$ cat config.mk
export PLATFORM = sky130hd
export DESIGN_NAME = dlf_ctrl
export DESIGN_NICKNAME = d
export VERILOG_FILES = /design/src/hdl/dlf_pkg.sv /design/src/hdl/dlf_ctrl.sv
export SDC_FILE = /design/constraint.sdc
export NUM_CORES = 1
export LEC_CHECK = 0
export BUFFER_PORTS_ARGS = -buffer_cell sky130_fd_sc_hd__buf_2
export CAP_MARGIN = 20
export CORE_AREA = 2 2 58 74
export CTS_CLUSTER_SIZE = 12
export DETAILED_ROUTE_END_ITERATION = 8
export DIE_AREA = 0 0 60 76
export PLACE_DENSITY = 0.84
export SYNTH_ARGS = -nofsm -noshare
export SYNTH_HDL_FRONTEND = slang
export SYNTH_SLANG_ARGS = --single-unit
$ cat constraint.sdc
create_clock -name clock -period 1.6 [get_ports clock]
set_input_delay 0.32 -clock clock [delete_from_list [all_inputs] [get_ports clock]]
set_output_delay 0.32 -clock clock [all_outputs]
set_load 0.02 [all_outputs]
$ cat src/hdl/dlf_pkg.sv
// ----------------------------------------------------------------------------
// dlf_pkg
// shared constants, types, codes and the sigmoid table for the dense layer
// ----------------------------------------------------------------------------
package dlf_pkg;

   localparam int MAX_INPUTS  = 64;
   localparam int MAX_OUTPUTS = 16;
   localparam int IN_IDX_W    = $clog2(MAX_INPUTS);
   localparam int OUT_IDX_W   = $clog2(MAX_OUTPUTS);
   localparam int WADDR_W     = IN_IDX_W + OUT_IDX_W;
   localparam int DATA_W      = 16;
   localparam int PROD_W      = 2 * DATA_W;
   localparam int ACC_W       = 40;
   localparam int FRAC_W      = 8;

   localparam int CFG_IN_W    = 7;
   localparam int CFG_OUT_W   = 5;
   localparam int CSR_IDX_W   = 2;
   localparam int CSR_DATA_W  = 7;

   // csr register indexes
   localparam logic [CSR_IDX_W-1:0] CSR_ACT_MODE    = 2'd0;
   localparam logic [CSR_IDX_W-1:0] CSR_INPUT_SIZE  = 2'd1;
   localparam logic [CSR_IDX_W-1:0] CSR_OUTPUT_SIZE = 2'd2;

   // item kinds carried on tuser
   typedef enum logic [1:0] {
      CMD_WEIGHT = 2'd0,
      CMD_BIAS   = 2'd1,
      CMD_INPUT  = 2'd2
   } dlf_cmd_code_type;

   localparam logic CSR_ACT_RELU    = 1'b0;
   localparam logic CSR_ACT_SIGMOID = 1'b1;

   // controller to datapath
   typedef struct packed {
      logic                 wr_weight;
      logic                 wr_bias;
      logic                 wr_input;
      logic                 acc_init;
      logic                 issue;
      logic                 round;
      logic                 load;
      logic                 final_res;
      logic                 sigmoid;
      logic [IN_IDX_W-1:0]  rd_in;
      logic [OUT_IDX_W-1:0] rd_out;
   } dlf_cmd_type;

   // datapath to controller
   typedef struct packed {
      logic pipe_busy;
      logic out_free;
   } dlf_stat_type;

   // 256*sigmoid(-(j+0.5)/16), rounded
   localparam logic [6:0] SIG_LOW [128] = '{
      7'd126, 7'd122, 7'd118, 7'd114, 7'd110, 7'd106, 7'd102, 7'd99, 7'd95, 7'd91,
      7'd87, 7'd84, 7'd80, 7'd77, 7'd74, 7'd70, 7'd67, 7'd64, 7'd61, 7'd58,
      7'd56, 7'd53, 7'd50, 7'd48, 7'd46, 7'd43, 7'd41, 7'd39, 7'd37, 7'd35,
      7'd33, 7'd31, 7'd30, 7'd28, 7'd27, 7'd25, 7'd24, 7'd22, 7'd21, 7'd20,
      7'd19, 7'd18, 7'd17, 7'd16, 7'd15, 7'd14, 7'd13, 7'd13, 7'd12, 7'd11,
      7'd10, 7'd10, 7'd9, 7'd9, 7'd8, 7'd8, 7'd7, 7'd7, 7'd6, 7'd6,
      7'd6, 7'd5, 7'd5, 7'd5, 7'd4, 7'd4, 7'd4, 7'd4, 7'd3, 7'd3,
      7'd3, 7'd3, 7'd3, 7'd3, 7'd2, 7'd2, 7'd2, 7'd2, 7'd2, 7'd2,
      7'd2, 7'd2, 7'd1, 7'd1, 7'd1, 7'd1, 7'd1, 7'd1, 7'd1, 7'd1,
      7'd1, 7'd1, 7'd1, 7'd1, 7'd1, 7'd1, 7'd1, 7'd1, 7'd1, 7'd1,
      7'd0, 7'd0, 7'd0, 7'd0, 7'd0, 7'd0, 7'd0, 7'd0, 7'd0, 7'd0,
      7'd0, 7'd0, 7'd0, 7'd0, 7'd0, 7'd0, 7'd0, 7'd0, 7'd0, 7'd0,
      7'd0, 7'd0, 7'd0, 7'd0, 7'd0, 7'd0, 7'd0, 7'd0
   };

   // table sigmoid over z clamped to [-8, 8) in 1/16 steps
   function automatic logic signed [DATA_W-1:0] sigmoid_q88(input logic signed [DATA_W-1:0] z);
      logic [7:0] k;
      logic [6:0] t;
      logic signed [DATA_W-1:0] r;
      if (z < -16'sd2048) begin
         k = 8'd0;
      end else if (z > 16'sd2047) begin
         k = 8'd255;
      end else begin
         // (z + 2048) >> 4 for z in range
         k = {~z[11], z[10:4]};
      end
      if (!k[7]) begin
         t = SIG_LOW[~k[6:0]];
         r = $signed({9'd0, t});
      end else begin
         t = SIG_LOW[k[6:0]];
         r = 16'sd256 - $signed({9'd0, t});
      end
      return r;
   endfunction

endpackage

$ cat src/hdl/dlf_ctrl.sv
// ----------------------------------------------------------------------------
// dlf_ctrl
// config registers and the sequencer for loads and layer runs
// ----------------------------------------------------------------------------
module dlf_ctrl
   import dlf_pkg::*;
(
   input  logic                  clock,
   input  logic                  reset,
   input  logic                  csr_we,
   input  logic [CSR_IDX_W-1:0]  csr_index,
   input  logic [CSR_DATA_W-1:0] csr_wdata,
   input  logic                  req_tvalid,
   output logic                  req_tready,
   input  logic [1:0]            req_tuser,
   input  logic                  req_tlast,
   output dlf_cmd_type           cmd,
   input  dlf_stat_type          stat
);

   typedef enum logic [2:0] {
      ST_IDLE,
      ST_BIAS,
      ST_ISSUE,
      ST_DRAIN,
      ST_ROUND,
      ST_LOAD
   } state_type;

   state_type              state_ff, state_in;
   logic                   act_mode_ff;
   logic [CFG_IN_W-1:0]    in_size_ff;
   logic [CFG_OUT_W-1:0]   out_size_ff;
   logic [IN_IDX_W-1:0]    i_ff, i_in;
   logic [OUT_IDX_W-1:0]   o_ff, o_in;
   logic [IN_IDX_W-1:0]    n_in_m1_ff, n_in_m1_in;
   logic [OUT_IDX_W-1:0]   n_out_m1_ff, n_out_m1_in;
   logic                   accept;
   logic                   start;
   logic                   last_neuron;

   assign req_tready  = (state_ff == ST_IDLE);
   assign accept      = req_tvalid && req_tready;
   assign start       = accept && (req_tuser == CMD_INPUT) && req_tlast;
   assign last_neuron = (o_ff == n_out_m1_ff);

   // clamp the size registers into the store ranges
   always_comb begin
      if (in_size_ff == '0) begin
         n_in_m1_in = '0;
      end else if (in_size_ff > CFG_IN_W'(MAX_INPUTS)) begin
         n_in_m1_in = IN_IDX_W'(MAX_INPUTS - 1);
      end else begin
         n_in_m1_in = IN_IDX_W'(in_size_ff - CFG_IN_W'(1));
      end
      if (out_size_ff == '0) begin
         n_out_m1_in = '0;
      end else if (out_size_ff > CFG_OUT_W'(MAX_OUTPUTS)) begin
         n_out_m1_in = OUT_IDX_W'(MAX_OUTPUTS - 1);
      end else begin
         n_out_m1_in = OUT_IDX_W'(out_size_ff - CFG_OUT_W'(1));
      end
   end

   always_comb begin
      state_in = state_ff;
      i_in     = i_ff;
      o_in     = o_ff;
      cmd           = '0;
      cmd.rd_in     = i_ff;
      cmd.rd_out    = o_ff;
      cmd.sigmoid   = (act_mode_ff == CSR_ACT_SIGMOID);
      cmd.final_res = last_neuron;
      unique case (state_ff)
         ST_IDLE: begin
            cmd.wr_weight = accept && (req_tuser == CMD_WEIGHT);
            cmd.wr_bias   = accept && (req_tuser == CMD_BIAS);
            cmd.wr_input  = accept && (req_tuser == CMD_INPUT);
            if (start) begin
               o_in     = '0;
               state_in = ST_BIAS;
            end
         end
         ST_BIAS: begin
            cmd.acc_init = 1'b1;
            i_in         = '0;
            state_in     = ST_ISSUE;
         end
         ST_ISSUE: begin
            cmd.issue = 1'b1;
            if (i_ff == n_in_m1_ff) begin
               state_in = ST_DRAIN;
            end else begin
               i_in = i_ff + IN_IDX_W'(1);
            end
         end
         ST_DRAIN: begin
            if (!stat.pipe_busy) begin
               state_in = ST_ROUND;
            end
         end
         ST_ROUND: begin
            cmd.round = 1'b1;
            state_in  = ST_LOAD;
         end
         ST_LOAD: begin
            if (stat.out_free) begin
               cmd.load = 1'b1;
               if (last_neuron) begin
                  state_in = ST_IDLE;
               end else begin
                  o_in     = o_ff + OUT_IDX_W'(1);
                  state_in = ST_BIAS;
               end
            end
         end
         default: state_in = ST_IDLE;
      endcase
   end

   always_ff @(posedge clock) begin
      if (reset) begin
         state_ff    <= ST_IDLE;
         act_mode_ff <= CSR_ACT_RELU;
         in_size_ff  <= CFG_IN_W'(64);
         out_size_ff <= CFG_OUT_W'(16);
         i_ff        <= '0;
         o_ff        <= '0;
         n_in_m1_ff  <= '0;
         n_out_m1_ff <= '0;
      end else begin
         state_ff <= state_in;
         i_ff     <= i_in;
         o_ff     <= o_in;
         if (start) begin
            n_in_m1_ff  <= n_in_m1_in;
            n_out_m1_ff <= n_out_m1_in;
         end
         if (csr_we) begin
            unique case (csr_index)
               CSR_ACT_MODE:    act_mode_ff <= csr_wdata[0];
               CSR_INPUT_SIZE:  in_size_ff  <= csr_wdata[CFG_IN_W-1:0];
               CSR_OUTPUT_SIZE: out_size_ff <= csr_wdata[CFG_OUT_W-1:0];
               default: ;
            endcase
         end
      end
   end

endmodule

==> results.sh <==
export IMPL_period_minus_slack_ps=1690
export IMPL_critPathKind="reg2out"
export IMPL_muxShareOfSynthArea_pct=5.87
export IMPL_ys_seq_elements=36
export IMPL_fmax_mhz=591
export IMPL_fin_area_sq_um=2750
export IMPL_synth_area_top_cells="dfxtp_1 (35%), nor2_1 (5.8%), mux2i_1 (5.3%)"
export IMPL_core_sq_um=3940
export IMPL_setup_viol_count_final=4
export IMPL_clkLatencyLatePin_ps=300
export IMPL_violations="setup timing"
export IMPL_timing_rr_start="state_ff[1]"
export IMPL_fin_crit_sh_pct=106
export IMPL_synth_top_cell_area_share_pct=34.9
export IMPL_synth_nets=260
export IMPL_initial_core_util_pct=52.5
export IMPL_vdd_drop_max_mv=0.488
export IMPL_syn_avg_cell_area_sq_um=8.76
export IMPL_layout_nets=317
export IMPL_grt_start_max_net_pins=23
export IMPL_cts_tree="yes"
export IMPL_yosys_area_top_type="dfxtp_1"
export IMPL_routed_wl_microns=4680
export IMPL_wl_per_cell_microns=13.4
export IMPL_cp_start_kind="flop"
export IMPL_via_per_inst=5.34
export IMPL_postRouteAntennaNets=0
export IMPL_synth_fa_ha_area_share_pct=7.14
export IMPL_crit_chain="nor3_4 -> nand2_4 -> nor3b_4 -> buf_6"
export IMPL_die_area_sq_um=4560
export IMPL_area_delta_synth_final_pct=32.8
export IMPL_fp_dieH_microns=76
export IMPL_vias=1869
export IMPL_chipWidth_microns=60
export IMPL_drcViolationCount=0
export IMPL_hpwlAfterDp_microns=3330
export IMPL_place_area_sq_um=2430
export IMPL_p_leak_nw=1.18
export IMPL_relSlewSlack_pct=68.7
export IMPL_maxCapViolations=0
export IMPL_seq_area_frac_synth_pct=34.9
export IMPL_portBuffers=37
export IMPL_layout_setup_ws_ps=-91.5
export IMPL_overflow=0
export IMPL_status="complete, but fails checks"
export IMPL_ys_warn_count=0
export IMPL_worst_pin_slew_ps=469
export IMPL_num_io_pins=38
export IMPL_cts_htree_levels=2
export IMPL_hold_viol=0
export IMPL_clk_pin_slew_worst_paths_ps=70
export IMPL_synth_top_family_by_area="simple AND/OR/NAND/NOR gates"
export IMPL_synth_cell_type_count=52
export IMPL_syn_area_sq_um=2070
export IMPL_fp_row_count=26
export IMPL_slowest_stage="dfxtp_4"
export IMPL_numCtsBuffers=5
export IMPL_gp_congestion=0.820
export IMPL_drtIter0Drc=56
export IMPL_crit_arrival_ps=1370
export IMPL_ctsLongestPathBuffers=2
export IMPL_post_synth_top_count_cell="dfxtp_1"
export IMPL_antenna_cells=0
export IMPL_dr_pass1_iters=4
export IMPL_critPathMaxStageDelay_ps=380
export IMPL_cts_root_buf="clkbuf_8"
export IMPL_synth_xor_area_share_pct=5.93
export IMPL_synth_compound_area_share_pct=15.6
export IMPL_grt_total_usage_pct=21.5
export IMPL_finClkSkew_ps=6.78
export IMPL_yosys_most_used_dff="dfxtp_1"
export IMPL_synthTopCellsByCount="dfxtp_1 (36), nor2_1 (32), a21oi_1 (13)"
export IMPL_finalSetupTns_ps=-239
export IMPL_cp_startpoint="state_ff[1]"
export IMPL_synth_edff_count=0
export IMPL_power_density_nw_per_um2=995
export IMPL_antenna_found_initial=0
export IMPL_rsz0062_at_grt="yes"
export IMPL_cts_sinks=36
export IMPL_grt_pass1_vias=1800
export IMPL_worstSetupEndpointType="output port"
export IMPL_hp_class="in2reg"
export IMPL_hold_path_startpoint="csr_wdata[5]"
export IMPL_synth_cells=236
export IMPL_required_ps=1280
export IMPL_async_flop_share_pct=0
export IMPL_dp_slack_ps=-51.6
export IMPL_slew_violations=0
export IMPL_drive_gt1_share_pct=38.8
export IMPL_fillCellCount=302
export IMPL_yosys_area_share_simple_pct=25.7
export IMPL_crit_fanout=8
export IMPL_grt_pass1_wl_microns=7520
## cells by family after synthesis
family | count (synthesis)
adders and majority gates | 13
AOI/OAI and AO/OA | 49
buffers and inverters | 22
xor gates and xnor gates | 14
DFF | 36
muxes | 12
and+or+nand+nor | 90
## critical path: cells and delay by family, from the launching register on
kind | cells | cell delay, ps
flip-flops | 1 | 380
buffers and inverters | 1 | 140
AND/OR/NAND/NOR | 3 | 550
## per-layer routing
metal	wire (microns)	GRT usage, %
met1	1830	21.9
met2	2560	38.9
met3	171	6.11
met4	116	8.89
met5	0	0
## what timing repair did
| item | 4_1_cts | 5_1_grt |
|---|---|---|
| hold buffers | 0 | 0 |
| endpoints found under the hold margin | 0 | 0 |
| pin swaps | 4 | 6 |
| setup endpoints to repair | 11 | 19 |
| gates resized for setup | 20 | 27 |
| gates cloned | 0 | 0 |
| setup buffers | 3 | 6 |
## power by group
part	switching [mW]	internal, mW	total (mW)
clock network	0.340	0.311	0.651
logic	0.559	0.468	1.03
registers	0.0935	0.961	1.05
## state kept, by name, indices dropped and copies added, names as in the netlist
name and flops:
act_mode_ff 1, n_out_m1_ff 4, o_ff 4, in_size_ff 7, state_ff 3, out_size_ff 5
n_in_m1_ff 6, i_ff 6
## final cells by class
class	instances	area [sq um]	area share (%)
clock buffer	7	76.3	2.78
clock inverter	1	8.76	0.319
sequential	36	742	27.0
multi-input combinational	178	1390	50.8
inverter	11	41.3	1.50
timing repair buffer	61	413	15.0
tap	56	70.1	2.55
## cell usage in the layout (no fill, tap or decap), drive strengths merged, types with 2 or more instances in the layout
master	Yosys	layout
buf	6	61
nand3b	5	5
dfxtp	36	36
ha	6	6
o211ai	4	4
xnor2	9	9
nor4	4	4
o31ai	3	3
xor2	5	5
inv	11	11
o21ai	12	12
a31oi	2	2
mux2i	11	11
maj3	7	7
a211oi	7	7
nand2	11	11
nor2	33	33
nor3	9	9
a21oi	14	14
nand3	6	6
nand2b	7	7
nor3b	5	5
clkbuf	5	7
or3	3	3
## path summary, 6_finish.rpt
| path | endpoint | slack [ps] | cells after the start |
|---|---|---|---|
| min reg2reg | o_ff[3] | 490 | 1 |
| max reg2reg | n_in_m1_ff[1] | 60 | 7 |
| min | in_size_ff[5] | 260 | 3 |
| max | cmd[16] | -90 | 4 |
## per-stage QoR
stage	util, %	total power [mW]	hold slack [ps]	cells
after floorplan	-	1.68	452	236
after global placement	61.8	1.90	462	334
after detailed placement	61.8	1.93	483	334
after CTS	65.7	2.65	252	345
after global routing	69.7	2.87	261	350
final	69.7	2.73	256	350
(Power assumes the default switching activity.)
